--- src/rtl/lewmv_pkg.sv ---
// Shared types, constants and helpers for the LDPC error window vote block.
// No dependencies.
package lewmv_pkg;

  localparam int WINDOW_LEN = 200;
  localparam int RECENT_LEN = 100;
  localparam int CNT_W      = $clog2(WINDOW_LEN + 1);

  localparam int ERR_W   = 8;
  localparam int LVL_W   = 3;
  localparam int WHOLE_W = 16;
  localparam int RECENT_W = 15;
  localparam int PCT_W   = 10;

  typedef enum logic {
    CMD_SAMPLE  = 1'b0,
    CMD_RESTART = 1'b1
  } cmd_e;

  typedef enum logic [1:0] {
    VOTE_KEEP = 2'd0,
    VOTE_UP   = 2'd1,
    VOTE_DOWN = 2'd2
  } vote_e;

  typedef struct packed {
    logic                full;
    logic [LVL_W-1:0]    level;
    logic [WHOLE_W-1:0]  whole;
    logic [RECENT_W-1:0] newest;
  } sum_t;

  // floor(n / 3) for n below 512
  function automatic logic [PCT_W-1:0] div3(input logic [8:0] n);
    logic [16:0] prod;
    prod = n * 8'd171;
    return PCT_W'(prod[16:9]);
  endfunction

  function automatic logic up_ok(input logic [LVL_W-1:0] lvl);
    logic r;
    case (lvl)
      3'd1, 3'd2, 3'd3, 3'd4: r = 1'b1;
      default:                r = 1'b0;
    endcase
    return r;
  endfunction

  function automatic logic [WHOLE_W-1:0] up_limit(input logic [LVL_W-1:0] lvl);
    logic [WHOLE_W-1:0] r;
    case (lvl)
      3'd1:    r = 16'd960;
      3'd2:    r = 16'd1280;
      3'd3:    r = 16'd1280;
      3'd4:    r = 16'd5;
      default: r = '0;
    endcase
    return r;
  endfunction

  function automatic logic down_ok(input logic [LVL_W-1:0] lvl);
    logic r;
    case (lvl)
      3'd1, 3'd2, 3'd3, 3'd4, 3'd5: r = 1'b1;
      default:                      r = 1'b0;
    endcase
    return r;
  endfunction

  function automatic logic [RECENT_W-1:0] down_limit(input logic [LVL_W-1:0] lvl);
    logic [RECENT_W-1:0] r;
    case (lvl)
      3'd1:    r = 15'd2240;
      3'd2:    r = 15'd2880;
      3'd3:    r = 15'd5120;
      3'd4:    r = 15'd5760;
      3'd5:    r = 15'd4800;
      default: r = '0;
    endcase
    return r;
  endfunction

endpackage

--- src/rtl/lewmv_cell.sv ---
// One stage of the error count shift line.
// Depends on lewmv_pkg.
module lewmv_cell (
  input  logic                       clk_i,
  input  logic                       shift_i,
  input  logic [lewmv_pkg::ERR_W-1:0] data_i,
  output logic [lewmv_pkg::ERR_W-1:0] data_o
);
  import lewmv_pkg::*;

  logic [ERR_W-1:0] data_q;

  always_ff @(posedge clk_i) begin
    if (shift_i) begin
      data_q <= data_i;
    end
  end

  assign data_o = data_q;

endmodule

--- src/rtl/lewmv_window.sv ---
// Window of error counts as a row of cells, fill counter and running sums.
// Depends on lewmv_pkg and lewmv_cell.
module lewmv_window (
  input  logic                        clk_i,
  input  logic                        rst_ni,
  input  logic                        in_valid_i,
  output logic                        in_ready_o,
  input  logic                        command_i,
  input  logic [lewmv_pkg::ERR_W-1:0] error_count_i,
  input  logic [lewmv_pkg::LVL_W-1:0] mcs_level_i,
  output logic                        s1_valid_o,
  input  logic                        s1_ready_i,
  output lewmv_pkg::sum_t             s1_o
);
  import lewmv_pkg::*;

  logic [ERR_W-1:0] tap [WINDOW_LEN];
  logic             acc, shift;

  logic [CNT_W-1:0]    count_q, count_d, pos;
  logic                full_q, full_d, wrap;
  logic [WHOLE_W-1:0]  whole_q, whole_d;
  logic [RECENT_W-1:0] newest_q, newest_d;
  logic [ERR_W-1:0]    old_whole, old_recent;
  logic                s1_valid_q;
  sum_t                s1_q;

  assign in_ready_o = !s1_valid_q || s1_ready_i;
  assign acc        = in_valid_i && in_ready_o;
  assign shift      = acc && (command_i == CMD_SAMPLE);

  for (genvar i = 0; i < WINDOW_LEN; i++) begin : g_cell
    if (i == 0) begin : g_head
      lewmv_cell u_cell (
        .clk_i  (clk_i),
        .shift_i(shift),
        .data_i (error_count_i),
        .data_o (tap[i])
      );
    end else begin : g_body
      lewmv_cell u_cell (
        .clk_i  (clk_i),
        .shift_i(shift),
        .data_i (tap[i-1]),
        .data_o (tap[i])
      );
    end
  end

  always_comb begin
    wrap       = (count_q == CNT_W'(WINDOW_LEN));
    pos        = wrap ? '0 : count_q;
    old_whole  = (full_q || wrap) ? tap[WINDOW_LEN-1] : '0;
    old_recent = (full_q || wrap || (pos >= CNT_W'(RECENT_LEN))) ? tap[RECENT_LEN-1] : '0;
    if (command_i == CMD_RESTART) begin
      count_d  = '0;
      full_d   = 1'b0;
      whole_d  = '0;
      newest_d = '0;
    end else begin
      count_d  = pos + CNT_W'(1);
      full_d   = full_q || wrap;
      whole_d  = whole_q - WHOLE_W'(old_whole) + WHOLE_W'(error_count_i);
      newest_d = newest_q - RECENT_W'(old_recent) + RECENT_W'(error_count_i);
    end
  end

  always_ff @(posedge clk_i or negedge rst_ni) begin
    if (!rst_ni) begin
      count_q    <= '0;
      full_q     <= 1'b0;
      whole_q    <= '0;
      newest_q   <= '0;
      s1_valid_q <= 1'b0;
    end else begin
      if (acc) begin
        count_q  <= count_d;
        full_q   <= full_d;
        whole_q  <= whole_d;
        newest_q <= newest_d;
      end
      if (in_ready_o) begin
        s1_valid_q <= in_valid_i;
      end
    end
  end

  always_ff @(posedge clk_i) begin
    if (acc) begin
      s1_q.full   <= full_d;
      s1_q.level  <= mcs_level_i;
      s1_q.whole  <= whole_d;
      s1_q.newest <= newest_d;
    end
  end

  assign s1_valid_o = s1_valid_q;
  assign s1_o       = s1_q;

  a_count_range: assert property (@(posedge clk_i) disable iff (!rst_ni)
    count_q <= CNT_W'(WINDOW_LEN))
    else $error("fill count beyond window");

  a_recent_le_whole: assert property (@(posedge clk_i) disable iff (!rst_ni)
    WHOLE_W'(newest_q) <= whole_q)
    else $error("recent sum exceeds whole sum");

  a_restart_clears: assert property (@(posedge clk_i) disable iff (!rst_ni)
    acc && (command_i == CMD_RESTART) |=> count_q == '0 && !full_q && whole_q == '0
      && newest_q == '0)
    else $error("restart did not clear window state");

  a_full_sticky: assert property (@(posedge clk_i) disable iff (!rst_ni)
    full_q && !(acc && (command_i == CMD_RESTART)) |=> full_q)
    else $error("full flag dropped without restart");

endmodule

--- src/rtl/lewmv_vote.sv ---
// Percentages and step vote from the running sums, with the output register.
// Depends on lewmv_pkg.
module lewmv_vote (
  input  logic                           clk_i,
  input  logic                           rst_ni,
  input  logic                           s1_valid_i,
  output logic                           s1_ready_o,
  input  lewmv_pkg::sum_t                s1_i,
  output logic                           out_valid_o,
  input  logic                           out_ready_i,
  output logic                           window_full_o,
  output logic [1:0]                     vote_o,
  output logic [lewmv_pkg::WHOLE_W-1:0]  total_errors_o,
  output logic [lewmv_pkg::RECENT_W-1:0] recent_errors_o,
  output logic [lewmv_pkg::PCT_W-1:0]    total_percent_o,
  output logic [lewmv_pkg::PCT_W-1:0]    recent_percent_o
);
  import lewmv_pkg::*;

  logic              out_valid_q;
  logic              full_q;
  vote_e             vote_q, vote_d;
  logic [WHOLE_W-1:0]  whole_q;
  logic [RECENT_W-1:0] newest_q;
  logic [PCT_W-1:0]  tpct_q, tpct_d, rpct_q, rpct_d;

  assign s1_ready_o = !out_valid_q || out_ready_i;

  always_comb begin
    case (s1_i.level)
      3'd0, 3'd1: begin
        tpct_d = s1_i.whole[15:6];
        rpct_d = s1_i.newest[14:5];
      end
      3'd2: begin
        tpct_d = PCT_W'(s1_i.whole[15:7]);
        rpct_d = PCT_W'(s1_i.newest[14:6]);
      end
      3'd3: begin
        tpct_d = PCT_W'(s1_i.whole[15:8]);
        rpct_d = PCT_W'(s1_i.newest[14:7]);
      end
      3'd4, 3'd5: begin
        tpct_d = div3(s1_i.whole[15:7]);
        rpct_d = div3(s1_i.newest[14:6]);
      end
      default: begin
        tpct_d = '0;
        rpct_d = '0;
      end
    endcase
  end

  always_comb begin
    vote_d = VOTE_KEEP;
    if (s1_i.full) begin
      if (up_ok(s1_i.level) && (s1_i.whole <= up_limit(s1_i.level))) begin
        vote_d = VOTE_UP;
      end
      if (down_ok(s1_i.level) && (s1_i.newest >= down_limit(s1_i.level))) begin
        vote_d = VOTE_DOWN;
      end
    end
  end

  always_ff @(posedge clk_i or negedge rst_ni) begin
    if (!rst_ni) begin
      out_valid_q <= 1'b0;
    end else if (s1_ready_o) begin
      out_valid_q <= s1_valid_i;
    end
  end

  always_ff @(posedge clk_i) begin
    if (s1_valid_i && s1_ready_o) begin
      full_q   <= s1_i.full;
      vote_q   <= vote_d;
      whole_q  <= s1_i.whole;
      newest_q <= s1_i.newest;
      tpct_q   <= tpct_d;
      rpct_q   <= rpct_d;
    end
  end

  assign out_valid_o      = out_valid_q;
  assign window_full_o    = full_q;
  assign vote_o           = vote_q;
  assign total_errors_o   = whole_q;
  assign recent_errors_o  = newest_q;
  assign total_percent_o  = tpct_q;
  assign recent_percent_o = rpct_q;

  a_vote_needs_full: assert property (@(posedge clk_i) disable iff (!rst_ni)
    out_valid_q && !full_q |-> vote_q == VOTE_KEEP)
    else $error("vote given before window full");

  a_hold_stalled: assert property (@(posedge clk_i) disable iff (!rst_ni)
    out_valid_q && !out_ready_i |=> out_valid_q && $stable(whole_q) && $stable(vote_q))
    else $error("stalled result changed");

  a_level_range: assert property (@(posedge clk_i) disable iff (!rst_ni)
    s1_valid_i && s1_ready_o && (s1_i.level == 3'd6 || s1_i.level == 3'd7)
      |=> tpct_q == '0 && rpct_q == '0 && vote_q == VOTE_KEEP)
    else $error("invalid level produced a percentage or vote");

endmodule

--- src/rtl/ldpc_error_window_mcs_vote.sv ---
// LDPC error window with modulation step vote: one result word per input word.
// Path: window register, then output register; one word per cycle unless out_ready_i is low.
// The rate is set by the running-sum update in lewmv_window (one row shift per sample word).
// A restart word clears fill count, full flag and sums; cell contents are kept.
// Reset (rst_ni low, asynchronous) clears control state and sums; no clearing pass.
// Depends on lewmv_pkg, lewmv_window, lewmv_vote.
module ldpc_error_window_mcs_vote (
  input  logic                           clk_i,
  input  logic                           rst_ni,
  input  logic                           in_valid_i,
  output logic                           in_ready_o,
  input  logic                           command_i,
  input  logic [lewmv_pkg::ERR_W-1:0]    error_count_i,
  input  logic [lewmv_pkg::LVL_W-1:0]    mcs_level_i,
  output logic                           out_valid_o,
  input  logic                           out_ready_i,
  output logic                           window_full_o,
  output logic [1:0]                     vote_o,
  output logic [lewmv_pkg::WHOLE_W-1:0]  total_errors_o,
  output logic [lewmv_pkg::RECENT_W-1:0] recent_errors_o,
  output logic [lewmv_pkg::PCT_W-1:0]    total_percent_o,
  output logic [lewmv_pkg::PCT_W-1:0]    recent_percent_o
);
  import lewmv_pkg::*;

  logic s1_valid, s1_ready;
  sum_t s1;

  lewmv_window u_window (
    .clk_i        (clk_i),
    .rst_ni       (rst_ni),
    .in_valid_i   (in_valid_i),
    .in_ready_o   (in_ready_o),
    .command_i    (command_i),
    .error_count_i(error_count_i),
    .mcs_level_i  (mcs_level_i),
    .s1_valid_o   (s1_valid),
    .s1_ready_i   (s1_ready),
    .s1_o         (s1)
  );

  lewmv_vote u_vote (
    .clk_i           (clk_i),
    .rst_ni          (rst_ni),
    .s1_valid_i      (s1_valid),
    .s1_ready_o      (s1_ready),
    .s1_i            (s1),
    .out_valid_o     (out_valid_o),
    .out_ready_i     (out_ready_i),
    .window_full_o   (window_full_o),
    .vote_o          (vote_o),
    .total_errors_o  (total_errors_o),
    .recent_errors_o (recent_errors_o),
    .total_percent_o (total_percent_o),
    .recent_percent_o(recent_percent_o)
  );

endmodule

--- config.mk ---
export PLATFORM = sky130hd
export DESIGN_NAME = ldpc_error_window_mcs_vote
export DESIGN_NICKNAME = d
export VERILOG_FILES = /design/src/rtl/lewmv_pkg.sv /design/src/rtl/lewmv_cell.sv /design/src/rtl/lewmv_window.sv /design/src/rtl/lewmv_vote.sv /design/src/rtl/ldpc_error_window_mcs_vote.sv
export SDC_FILE = /design/constraint.sdc
export NUM_CORES = 1
export LEC_CHECK = 0
export BUFFER_PORTS_ARGS = -buffer_cell sky130_fd_sc_hd__buf_2
export CAP_MARGIN = 40
export CORE_ASPECT_RATIO = 1.1
export CORE_UTILIZATION = 44
export DETAILED_ROUTE_END_ITERATION = 16
export MAX_ROUTING_LAYER = met4
export PLACE_DENSITY = 0.7
export SYNTH_ARGS = -nofsm -noshare
export SYNTH_HDL_FRONTEND = slang
export SYNTH_HIERARCHICAL = 1
export SYNTH_SLANG_ARGS = --single-unit
--- constraint.sdc ---
create_clock -name clk_i -period 41.9 [get_ports clk_i]
set_clock_uncertainty 0.2 [all_clocks]
set_input_delay 8.38 -clock clk_i [delete_from_list [all_inputs] [get_ports clk_i]]
set_output_delay 8.38 -clock clk_i [all_outputs]
set_load 0.03 [all_outputs]
# Yosys cells after proc, flatten, opt, wreduce, memory -nomap -nowiden
# Cells that the tools add are included.
[word_totals]
register_bits = 1731
input_bits = 16
out_inout_bits = 56
word_cells = 272
[classes]
addsub = 5
mul = 2
order_cmp = 3
eq_ne = 6
n_mux = 19
n_bitwise = 2
reduce_logical = 18
[ops]
columns = ["op", "n"]
rows = [
  ["case mux 10 bit (4 select lines)", 2],
  ["case mux 13 bit (5 select lines)", 1],
  ["multiplier 9 x 8 -> 17 bit (second input constant)", 2],
  ["case mux 11 bit (3 select lines)", 1],
  ["two-way mux 16 bit", 2],
  ["two-way mux 8 bit", 4],
  ["two-way mux 15 bit", 2],
  ["adder 16 x 8 -> 16 bit", 1],
  ["less-or-equal comparator 16 bit", 1],
  ["subtractor 16 x 8 -> 16 bit", 1],
  ["adder 15 x 8 -> 15 bit", 1],
  ["greater-or-equal comparator 15 bit", 1],
  ["subtractor 15 x 8 -> 15 bit", 1],
  ["adder 8 x 1 -> 8 bit (second input constant)", 1],
  ["== test 8 bit (second input constant)", 1],
  ["greater-or-equal comparator 8 x 7 -> 1 bit (second input constant)", 1],
  ["OR reduction 2 bit", 4],
  ["== test 3 x 2 -> 1 bit (second input constant)", 2],
  ["== test 3 bit (second input constant)", 2],
  ["two-way mux 1 bit", 6],
  ["logical AND 1 bit", 5],
  ["OR reduction 5 bit", 1],
  ["logical OR 1 bit", 4],
  ["OR reduction 4 bit", 1],
  ["5 further kinds", 7],
]

# Logic depth before layout (Yosys ltp)
[logic_depth]
depth_word = 8
depth_mapped = 16
mapped_depth_nobuf = 16

# Modules after synthesis
# The synthesis kept the hierarchy.
[by_module_without_submodules]
columns = ["mod", "n_inst", "cells_each", "area_each_um2", "seq_area_each_um2"]
rows = [
  ["lewmv_cell", 200, 8, 240.2, 240.2],
  ["lewmv_vote", 1, 500, 5275.1, 1646.6],
  ["lewmv_window", 1, 519, 5073.6, 2077.0],
]

# Least setup slack after synthesis
# No wires, ideal clock.
[synth_timing]
path_type = "input-to-reg"
startpoint = "input out_ready_i"
endpoint = "register u_window.g_cell[0].g_head.u_cell.data_q[0], enable pin"
arrival_time_ns = 40.053
path_slack_ns = -0.287
path_stages = 6
path_buffers = 0
cell_sequence = "nand2b_1 nand2b_1 nand2_1 clkinv_1 nand2_1 inv_1"
[synth_between]
elab_chain_cells = 4
[synth_rtl]
columns = ["element", "line_no", "rtl"]
rows = [
  ["from (decl)", "ldpc_error_window_mcs_vote.sv:16", "input logic out_ready_i,"],
  ["logical OR 1 bit", "lewmv_vote.sv:27", "assign s1_ready_o = !out_valid_q || out_ready_i;"],
  ["logical OR 1 bit", "lewmv_window.sv:28", "assign in_ready_o = !s1_valid_q || s1_ready_i;"],
  ["named net in_ready_o", "ldpc_error_window_mcs_vote.sv:11", "output logic in_ready_o,"],
  ["logical AND 1 bit", "lewmv_window.sv:29", "assign acc = in_valid_i && in_ready_o;"],
  ["logical AND 1 bit", "lewmv_window.sv:30", "assign shift = acc && (command_i == CMD_SAMPLE);"],
  ["named net u_window.shift", "lewmv_window.sv:18", "logic acc, shift;"],
  ["to (signal assigned)", "lewmv_cell.sv:15", "data_q <= data_i;"],
  ["to (decl)", "lewmv_cell.sv:11", "logic [ERR_W-1:0] data_q;"],
]
# The timed path passes the listed nets, and every way through them passes these cells.
# A chain may end at the register's enable or synchronous reset.

# Final worst setup path
[layout_timing]
startpoint = "input out_ready_i"
endpoint = "output in_ready_o"
[layout_between]
elab_chain_cells = 2
[layout_rtl]
columns = ["element", "line_no", "rtl"]
rows = [
  ["logical OR 1 bit", "lewmv_vote.sv:27", ""],
  ["named net s1_ready", "ldpc_error_window_mcs_vote.sv:26", "logic s1_valid, s1_ready;"],
  ["logical OR 1 bit", "lewmv_window.sv:28", ""],
  ["to (decl)", "ldpc_error_window_mcs_vote.sv:11", ""],
]
# The timed path passes the listed nets, and every way through them passes these cells.

==> metrics.txt <==
Worst VDD drop=0.0000586 V; RSZ-0062 raised after global routing=no; sequential element share of the synthesized area=88.7%; Max Freq=0.0568 GHz; area of the multi-input gates=around 5900 sq um; Nets=approximately 3000; diode count=0; Placer Congestion=0.806; placed cells=4458; routed vias=22900; fillers=slightly above 10000; Cell Pwr Density=between 60 and 70 nW/um^2; Pleak=22.7 nW; Avg WL per Cell=between 15 and 20 um; setup TNS=0 ns; Top FF cell, synth=edfxtp_1; Syn Nets=~2800; largest net degree at the start of global routing=209; FF/Latch Area=51800 sq um; RR Startpoint=u_vote/out_valid_o$_DFFE_PN0N_; final slew viol count=0; Cells on Worst Hold Path=0; Slew HR=between 20% and 30%; Worst-Skew Late Latency=0.76 ns; Critical Path Source=out_ready_i; top cell type's share of synthesized area=86.9%; H-tree levels=4; top cell type by total area after synthesis=edfxtp_1; Yosys warnings=6; Die H=~380 um; Die ar.=between 100000 and 150000 sq um; remaining global-route overflow=0; Area after DPL=just over 60000 sq um; Synth top cells by count=edfxtp_1, inv_1, ha_1; Syn Area/Cell=approximately 22 sq um; Post-synth EDFFs=1689; sink of the worst hold path=u_window/g_cell[164].g_body.u_cell/data_o[7]$_DFFE_PP_; Clock Path Buffers=3; CP required=33.32 ns; Finished Cell Area=66500 sq um; drt first pass iters=5; Yosys cell types=83; Max stage delay on crit path=0.20 ns; crit path kind=primary input to output port; Layout Cells excl Fill=4755; Post-synth ARST share=roughly 2.4%; max cap viols=0; DP Worst Slack=24.32 ns; Setup WS post-layout=24.29 ns; min Tclk post-route=17.61 ns; CP max stage cell=buf_2; synth top area cells=edfxtp_1, ha_1, dfrtp_1; Synth Area in Compound Gates=2.82%; Residual DRC=0; Die X=349 um; Switching Share=28.3%; cells along the critical path=buf_2 -> nand2b_1 -> nand2b_1 -> buf_2; clk slew on worst S/H paths=approximately 0.060 ns; adder-cell share of the synthesized area=4.60%; Critical Path End Type=output port; Finish-stage setup viols=0; clock sinks=approximately 1700; final hold vios=0; ANT nets after route=0; Ports=just over 70; Gate power share=between 20% and 30%; FF-to-FF setup slack=roughly 36 ns; total track usage=12.8%; Final HPWL DP=41.3 mm; TritonCTS clock tree=done; outcome=completed; Clock power frac=31.3%; port bufs=71; CP Buf/Inv Count=2; Worst Tran Pin Value=~1.1 ns; Hold WC Path Type=flop to flop; vias in the first global route=22700; minimum hold slack=0.184 ns; CTS resizes=0; internal power=0.00323 W; Area Growth Syn to Fin=13.8%; root buffer cell=clkbuf_16; Mapped Cells=roughly 2600; Initial DRC Count=1876; first-pass GRT wire length=129 mm; number of core rows=139; worst-case reg-to-reg path depth=12; Initial Util=between 40 and 50%; total CTS buffers=159; Reg-to-Reg End=u_window/g_cell[63].g_body.u_cell/data_o[1]$_DFFE_PP_; largest family of logic cells by synthesized area=adder cells; worst-path maximum fanout=3; number of synthesized register bits=1731; core area=131000 sq um; ratio of cells with drive above 1 in the final layout=11.9%; NetSw=between 0.001 and 0.0015 W; initial antenna violation count=2; Hold Path Origin=u_window/g_cell[163].g_body.u_cell/data_o[7]$_DFFE_PP_; Seq pwr share=~47%; delay-heaviest family, CP=simple AND/OR/NAND/NOR gates; total wire length=82.0 mm; startpoint types=primary input; Critical Path AT=9.03 ns; most common cell in the netlist=edfxtp_1; area share of and/or/nand/nor cells after synthesis=1.80%; # Post-CTS Setup Buffers=0; Vias per Instance=between 4 and 5; final period utilization=roughly 42%; CTS Hold Buffers Added=0; Synth Area in XOR/XNOR=0.463%; Synth Cell Area=~58000 sq um; mux cell area share after synthesis=0.384%
metal layers:
| metal | up-vias | wire (um) | GRT usage (%) |
|---|---|---|---|
| met5 | - | 0 | - |
| met4 | 0 | 1810 | 4.27 |
| met3 | 146 | 3620 | 2.54 |
| met2 | 472 | 36800 | 18.3 |
| met1 | 11600 | 39800 | 18.5 |
| li1 | 10600 | - | - |
state kept, by name, indices dropped and copies added, names as in the netlist:
register,flops
u_window/g_cell.g_body.u_cell/data_o,1592
u_window/s1_o,35
u_vote/total_errors_o,16
u_window/whole_q,16
u_vote/recent_errors_o,15
u_window/newest_q,15
u_vote/recent_percent_o,10
u_vote/total_percent_o,10
u_window/count_q,8
u_window/g_cell.g_head.u_cell/data_o,8
u_vote/vote_o,2
u_vote/out_valid_o,1
u_vote/window_full_o,1
u_window/full_q,1
u_window/s1_valid_o,1
worst reg2reg max path: stages (launching register included):
cell	delay [ns]
dfrtp_1	0.37
nand2b_1	0.11
nand2b_1	0.17
nand2_1	0.12
buf_4	0.25
inv_2	0.09
nand2_1	0.31
clkinvlp_4	0.71
buf_12	0.75
buf_12	0.93
buf_4	0.95
buf_4	0.64
buf_12	0.32
cells in the final DEF, fill, tap and decap left out, types with 12 or more instances in the layout:
cell type  synthesis  layout
clkbuf_16          0     161
fa_1              46      46
xnor2_1           19      19
clkbuf_1          19      34
mux2i_1           19      19
o22ai_1           19      19
clkinv_1           2      37
dfrtp_1           42      42
ha_1             141     141
o31ai_1           15      15
nor2b_1           20      20
a21o_1            26      26
o21ai_0           44      44
a21oi_1           37      37
edfxtp_1        1689    1689
bufinv_16          0      12
buf_4              0      22
inv_1            164     163
nand2_1           65      65
clkinv_2           0      29
nor2_1            65      65
buf_2              7      72
final cells by class:
type	instances	share of cell area, %
inverters	166	0.943
clock buffers	195	6.25
repair buffers	107	1.28
well taps	1762	3.32
flip-flops and latches	1731	77.9
clock inverters	102	1.48
multi-input cells	692	8.85
stage by stage:
stage,power (W),util (%)
after floorplan,0.00297,-
after global placement,0.00309,46.6
after detailed placement,0.00312,46.8
after CTS,0.00456,50.7
after global routing,0.00477,50.7
final,0.00450,50.7
power groups by stage:
stage	logic [W]	registers (W)	clock network, W
after global routing	0.00114	0.00210	0.00152
final	0.00100	0.00209	0.00141
after CTS	0.00100	0.00210	0.00146
after floorplan	0.000762	0.00221	0
after global placement	0.000967	0.00213	0
after detailed placement	0.000993	0.00213	0
cells by family after synthesis:
group,count (synthesis)
flops,1731
compound gates,233
simple gates,220
buf+inv,196
fa+ha+maj,187
xor+xnor,30
mux,22
how the worst max path moves through the flow:
stage,endpoint,slack (ns),cells past startpoint
after floorplan,u_window/g_cell[0].g_head.u_cell/data_o[0]$_DFFE_PP_,7.87,6
after global placement,in_ready_o,24.31,4
after detailed placement,in_ready_o,24.32,4
after CTS,in_ready_o,24.30,4
after global routing,in_ready_o,24.24,4
final,in_ready_o,24.29,4
No activity file was read; power rests on OpenSTA's default activity.
